**src/sv/kcs_pkg.sv**
```systemverilog
`timescale 1ns / 1ps
// ----------------------------------------------------------------------------
// kcs_pkg
// Types and constants shared by the keyframe channel sampler modules.
// ----------------------------------------------------------------------------
package kcs_pkg;

    // command codes
    localparam logic [1:0] CMD_CLEAR   = 2'd0;
    localparam logic [1:0] CMD_APPEND  = 2'd1;
    localparam logic [1:0] CMD_TRIGGER = 2'd2;
    localparam logic [1:0] CMD_TICK    = 2'd3;

    // shared divider geometry: 48-bit scaled numerator plus one guard bit
    localparam int DVD_W     = 49;
    localparam int DIV_STEPS = 49;
    localparam int CNT_W     = 6;

    // weight saturates to +/- 1.0 * 2^14 in Q16.16
    localparam logic [48:0] W_LIMIT = 49'h0_0000_4000_0000;

    typedef struct packed {
        logic [1:0]         command;
        logic [31:0]        key_time;
        logic [31:0]        delta_time;
        logic signed [31:0] key_x;
        logic signed [31:0] key_y;
        logic signed [31:0] key_z;
        logic signed [31:0] key_w;
    } item_t;

    typedef struct packed {
        logic               sample_valid;
        logic               still_playing;
        logic [31:0]        clock_now;
        logic signed [31:0] out_x;
        logic signed [31:0] out_y;
        logic signed [31:0] out_z;
        logic signed [31:0] out_w;
    } result_t;

    // one stored keyframe; val[0] is x through val[3] is w
    typedef struct packed {
        logic [31:0]      ktime;
        logic [3:0][31:0] val;
    } key_entry_t;

    // controller to datapath commands
    typedef struct packed {
        logic emit_idle;
        logic clock_direct;
        logic mod_load;
        logic div_step;
        logic clock_mod;
        logic scan_first;
        logic load_prev;
        logic idx_inc;
        logic load_cur;
        logic wt_load;
        logic wt_zero;
        logic wt_finish;
        logic lerp_mul;
        logic lerp_add;
        logic comp_inc;
        logic emit_prev;
        logic emit_lerp;
    } ctrl_cmd_t;

    // datapath to controller status
    typedef struct packed {
        logic inactive;
        logic need_mod;
        logic div_done;
        logic single_key;
        logic hit;
        logic last_idx;
        logic den_zero;
        logic comp_last;
    } dp_status_t;

endpackage

```
**src/sv/kcs_ctrl.sv**
```systemverilog
`timescale 1ns / 1ps
// ----------------------------------------------------------------------------
// kcs_ctrl
// Sequencer for a tick: clock update, keyframe scan, weight divide, lerp.
// ----------------------------------------------------------------------------
module kcs_ctrl import kcs_pkg::*; (
    input  logic       clk,
    input  logic       rst_n,
    input  logic       start,
    input  logic [1:0] command,
    input  dp_status_t status,
    output ctrl_cmd_t  ctrl,
    output logic       busy
);

    typedef enum logic [12:0] {
        ST_IDLE   = 13'b0000000000001,
        ST_CHECK  = 13'b0000000000010,
        ST_MOD    = 13'b0000000000100,
        ST_SADDR0 = 13'b0000000001000,
        ST_SDATA0 = 13'b0000000010000,
        ST_SADDR  = 13'b0000000100000,
        ST_SDATA  = 13'b0000001000000,
        ST_SEMIT  = 13'b0000010000000,
        ST_WLOAD  = 13'b0000100000000,
        ST_WDIV   = 13'b0001000000000,
        ST_LMUL   = 13'b0010000000000,
        ST_LADD   = 13'b0100000000000,
        ST_LEMIT  = 13'b1000000000000
    } state_t;

    state_t state_reg;
    state_t state_next;

    // state register
    always_ff @(posedge clk or negedge rst_n)
    begin
        if (!rst_n)
        begin
            state_reg <= ST_IDLE;
        end
        else
        begin
            state_reg <= state_next;
        end
    end

    // next state and commands
    always_comb
    begin
        state_next = state_reg;
        ctrl       = '0;
        case (state_reg)
            ST_IDLE:
            begin
                if (start && command == CMD_TICK)
                begin
                    state_next = ST_CHECK;
                end
            end
            ST_CHECK:
            begin
                if (status.inactive)
                begin
                    ctrl.emit_idle = 1'b1;
                    state_next     = ST_IDLE;
                end
                else if (status.need_mod)
                begin
                    ctrl.mod_load = 1'b1;
                    state_next    = ST_MOD;
                end
                else
                begin
                    ctrl.clock_direct = 1'b1;
                    ctrl.scan_first   = 1'b1;
                    state_next        = ST_SADDR0;
                end
            end
            ST_MOD:
            begin
                if (status.div_done)
                begin
                    ctrl.clock_mod  = 1'b1;
                    ctrl.scan_first = 1'b1;
                    state_next      = ST_SADDR0;
                end
                else
                begin
                    ctrl.div_step = 1'b1;
                end
            end
            ST_SADDR0:
            begin
                state_next = ST_SDATA0;
            end
            ST_SDATA0:
            begin
                ctrl.load_prev = 1'b1;
                if (status.single_key)
                begin
                    state_next = ST_SEMIT;
                end
                else
                begin
                    ctrl.idx_inc = 1'b1;
                    state_next   = ST_SADDR;
                end
            end
            ST_SADDR:
            begin
                state_next = ST_SDATA;
            end
            ST_SDATA:
            begin
                if (status.hit)
                begin
                    ctrl.load_cur = 1'b1;
                    state_next    = ST_WLOAD;
                end
                else if (status.last_idx)
                begin
                    ctrl.load_prev = 1'b1;
                    state_next     = ST_SEMIT;
                end
                else
                begin
                    ctrl.load_prev = 1'b1;
                    ctrl.idx_inc   = 1'b1;
                    state_next     = ST_SADDR;
                end
            end
            ST_SEMIT:
            begin
                ctrl.emit_prev = 1'b1;
                state_next     = ST_IDLE;
            end
            ST_WLOAD:
            begin
                if (status.den_zero)
                begin
                    ctrl.wt_zero = 1'b1;
                    state_next   = ST_LMUL;
                end
                else
                begin
                    ctrl.wt_load = 1'b1;
                    state_next   = ST_WDIV;
                end
            end
            ST_WDIV:
            begin
                if (status.div_done)
                begin
                    ctrl.wt_finish = 1'b1;
                    state_next     = ST_LMUL;
                end
                else
                begin
                    ctrl.div_step = 1'b1;
                end
            end
            ST_LMUL:
            begin
                ctrl.lerp_mul = 1'b1;
                state_next    = ST_LADD;
            end
            ST_LADD:
            begin
                ctrl.lerp_add = 1'b1;
                if (status.comp_last)
                begin
                    state_next = ST_LEMIT;
                end
                else
                begin
                    ctrl.comp_inc = 1'b1;
                    state_next    = ST_LMUL;
                end
            end
            ST_LEMIT:
            begin
                ctrl.emit_lerp = 1'b1;
                state_next     = ST_IDLE;
            end
            default:
            begin
                state_next = ST_IDLE;
            end
        endcase
    end

    assign busy = (state_reg != ST_IDLE);

endmodule

```
**config.mk**
```make
export PLATFORM = sky130hd
export DESIGN_NAME = kcs_ctrl
export DESIGN_NICKNAME = d
export VERILOG_FILES = /design/src/sv/kcs_pkg.sv /design/src/sv/kcs_ctrl.sv
export SDC_FILE = /design/constraint.sdc
export NUM_CORES = 1
export LEC_CHECK = 0
export ABC_AREA = 0
export BUFFER_PORTS_ARGS = -buffer_cell sky130_fd_sc_hd__buf_2
export CORE_MARGIN = 1.5
export CORE_UTILIZATION = 25
export DETAILED_ROUTE_END_ITERATION = 8
export SLEW_MARGIN = 30
export SYNTH_ARGS = -nofsm -noshare
export SYNTH_HDL_FRONTEND = slang
export SYNTH_SLANG_ARGS = --single-unit
```
**constraint.sdc**
```tcl
create_clock -name clk -period 3.2 [get_ports clk]
set_clock_uncertainty 0.15 [all_clocks]
set_input_delay 0 -clock clk [delete_from_list [all_inputs] [get_ports clk]]
set_output_delay 0 -clock clk [all_outputs]
set_load 0.005 [all_outputs]
```
==> key figures <==
Worst hold path
  • HP Class: in2reg
  • HP Start: command[0]

Drt
  • Vias: 935
  • Drt pass-1 iters: 4
  • DRC viols: 0
  • Routed WL: 2240 microns
  • Drt initial violations: 11
  • WL per Instance: 11.6 microns
  • Antenna-violating nets left: 0
  • Vias per inst: 4.82

Worst setup path
  • FF-to-FF Start: state_reg[1]$_DFFE_PN0P_
  • Crit path kind: reg2reg
  • Critical Path Start Type: flip-flop
  • Critical path peak fanout: 9
  • Critical path startpoint: state_reg[1]$_DFFE_PN0P_
  • Worst EP arrival: 2890 ps
  • Worst setup EP type: flip-flop
  • CP required: 3260 ps

Yosys
  • Yosys Warn Count: 0
  • Ys flop type: dfrtp_1
  • Post-synth EDFFs: 0
  • Asr flop ratio synth: 1.00
  • Synth Instances: 105
  • Synthesized cell area: 907 sq um
  • Post-Syn Nets: 118
  • Yosys reg bits: 13
  • Synth unique cells: 39
  • Average cell area after synthesis: 8.64 sq um
  • Register area share after synthesis: 0.360

Timing
  • Hold Vio Cnt, Final: 0
  • Final setup fails: 0
  • Fin Setup TNS: 0 ps
  • Max_slew headroom: 0.533
  • Actual slew at the worst max-slew pin: 694 ps
  • Period utilization: 0.884
  • Min Tclk post-route: 2830 ps
  • Unrepaired setup endpoints after global routing: no
  • Max Slew Vio Count: 0
  • FMAX: 0.354 GHz

Placement
  • DP Wirelength: 1700 microns
  • Final GP Congestion: 0.811
  • Buffers on Ports: 30
  • DP Cell Count: 176

Cells and area
  • Most common cell after layout, fill and taps aside: buf_2
  • Largest register FFs: 13
  • Fill cell count: 366
  • Inserted Diodes: 0
  • Area Growth Syn to Fin: 38.2%
  • Final layout net count: 162
  • Commonest cells after routing, fill and taps aside: 30 x buf_2, 14 x dlygate4sd3_1, 12 x dfrtp_1
  • Layout cells sized above 1: 0.264
  • Layout Cells excl Fill: 194

Die
  • Die Y: 63.2 microns
  • Die Width: 63.2 microns
  • Core Region: 3420 sq um
  • Full die area: 4000 sq um
  • Initial core utilization: 0.266
  • Io pins: 31
  • Cell Rows: 21

Run
  • Max Cap Viol: 0

Clock network
  • Clock Pin Slew Worst Setup and Hold Paths: 80 ps
  • PostCTS Resize Cnt: 0
  • TritonCTS Buffers: 3
  • CTS Sinks: 13
  • CTS Buffer Depth: 2
  • CTS Hold Bufs: 14
  • CTS tree: yes
  • H-Tree Depth: 1
  • Clock Tree Root: clkbuf_4
  • Latest clock arrival within the worst-skew pair: 280 ps
  • Number of post-CTS setup repair buffers: 0

GRT
  • First-pass GRT wire length: 3950 microns
  • GRT overflow: 0
  • Gr usage total: 0.123
  • Initial antenna violation count: 0
  • Largest net degree at the start of global routing: 13
  • Number of global-route vias before repair: 948

Status
  • Status: finished, final reports clean

Power and ir drop
  • PwrDens: 364 nW/um^2
  • Combinational group share of total power: 0.356
  • Net Switching: 0.149 mW
  • Worst VDD drop: 0.000143 V
  • Net Sw Frac: 0.325
  • Seq pwr share: 0.422
  • Clock power frac: 0.222
  • Internal power: 0.308 mW
  • Leak: 0.626 nW
## power groups by stage
stage	Clock, mW	Sequential (mW)	Combinational (mW)
floorplan	0	0.191	0.119
global placement	0	0.196	0.152
detailed placement	0	0.196	0.153
CTS	0.106	0.193	0.164
global route	0.117	0.196	0.186
finish	0.101	0.193	0.163
## critical path, stage by stage (launching register included)
cell	delay, ps
dfrtp_1	470
or4_4	580
or2_1	300
or4_4	560
o22ai_1	150
dlygate4sd3_1	550
## metal layers
| metal | GRT usage | up-vias | routed length (microns) |
|---|---|---|---|
| met4 | 0.0679 | 0 | 34 |
| met3 | 0.0268 | 4 | 79 |
| met5 | 0 | - | 0 |
| met1 | 0.149 | 432 | 1040 |
| met2 | 0.203 | 20 | 1090 |
| li1 | - | 479 | - |
## metrics by stage
stage	hold WS [ps]	util	total power, mW	instance area [sq um]	setup slack [ps]
after floorplan	-446	-	0.310	907	971
after global placement	-244	0.318	0.347	1090	923
after detailed placement	-244	0.318	0.350	1090	874
after CTS	29.2	0.367	0.463	1250	370
after global routing	38.6	0.367	0.499	1250	257
final	28.2	0.367	0.457	1250	373
## final cells by class
type,instances,area (sq um),share of cell area
repair buffers,44,290,0.232
inverters,7,26.3,0.0210
flip-flops and latches,13,327,0.260
well taps,46,57.6,0.0459
multi-input cells,80,527,0.420
clock buffers,4,26.3,0.0210
## final timing paths
| check | end | slack [ps] | cells after the start |
|---|---|---|---|
| worst max-delay path | state_reg[5]$_DFFE_PN0P_ | 370 | 5 |
| worst min-delay path | state_reg[0]$_DFFE_PN1P_ | 30 | 5 |
| worst max register to register | state_reg[5]$_DFFE_PN0P_ | 370 | 5 |
| worst min register to register | state_reg[6]$_DFFE_PN0P_ | 410 | 1 |
| max in group asynchronous | state_reg[11]$_DFFE_PN0P_ | 1910 | 3 |
| min in group asynchronous | state_reg[0]$_DFFE_PN1P_ | 40 | 2 |
## synthesized netlist by cell type, drive strengths merged, types with 4 or more instances
cell / number / area, sq um
nor3: 5 / 25.0
nor4b: 4 / 41.3
dfrtp: 12 / 300
and2: 4 / 25.0
nor4: 7 / 43.8
nand3: 5 / 25.0
inv: 7 / 26.3
nand2b: 5 / 31.3
nor2: 10 / 37.5
or4: 4 / 37.5
a21oi: 5 / 25.0
## cell families after synthesis
group,count (synthesis),synth area share
buf+inv,12,0.0593
simple gates,59,0.418
flops,13,0.360
xor+xnor,3,0.0290
compound gates,18,0.134
Power figures use the tool's default switching activity.
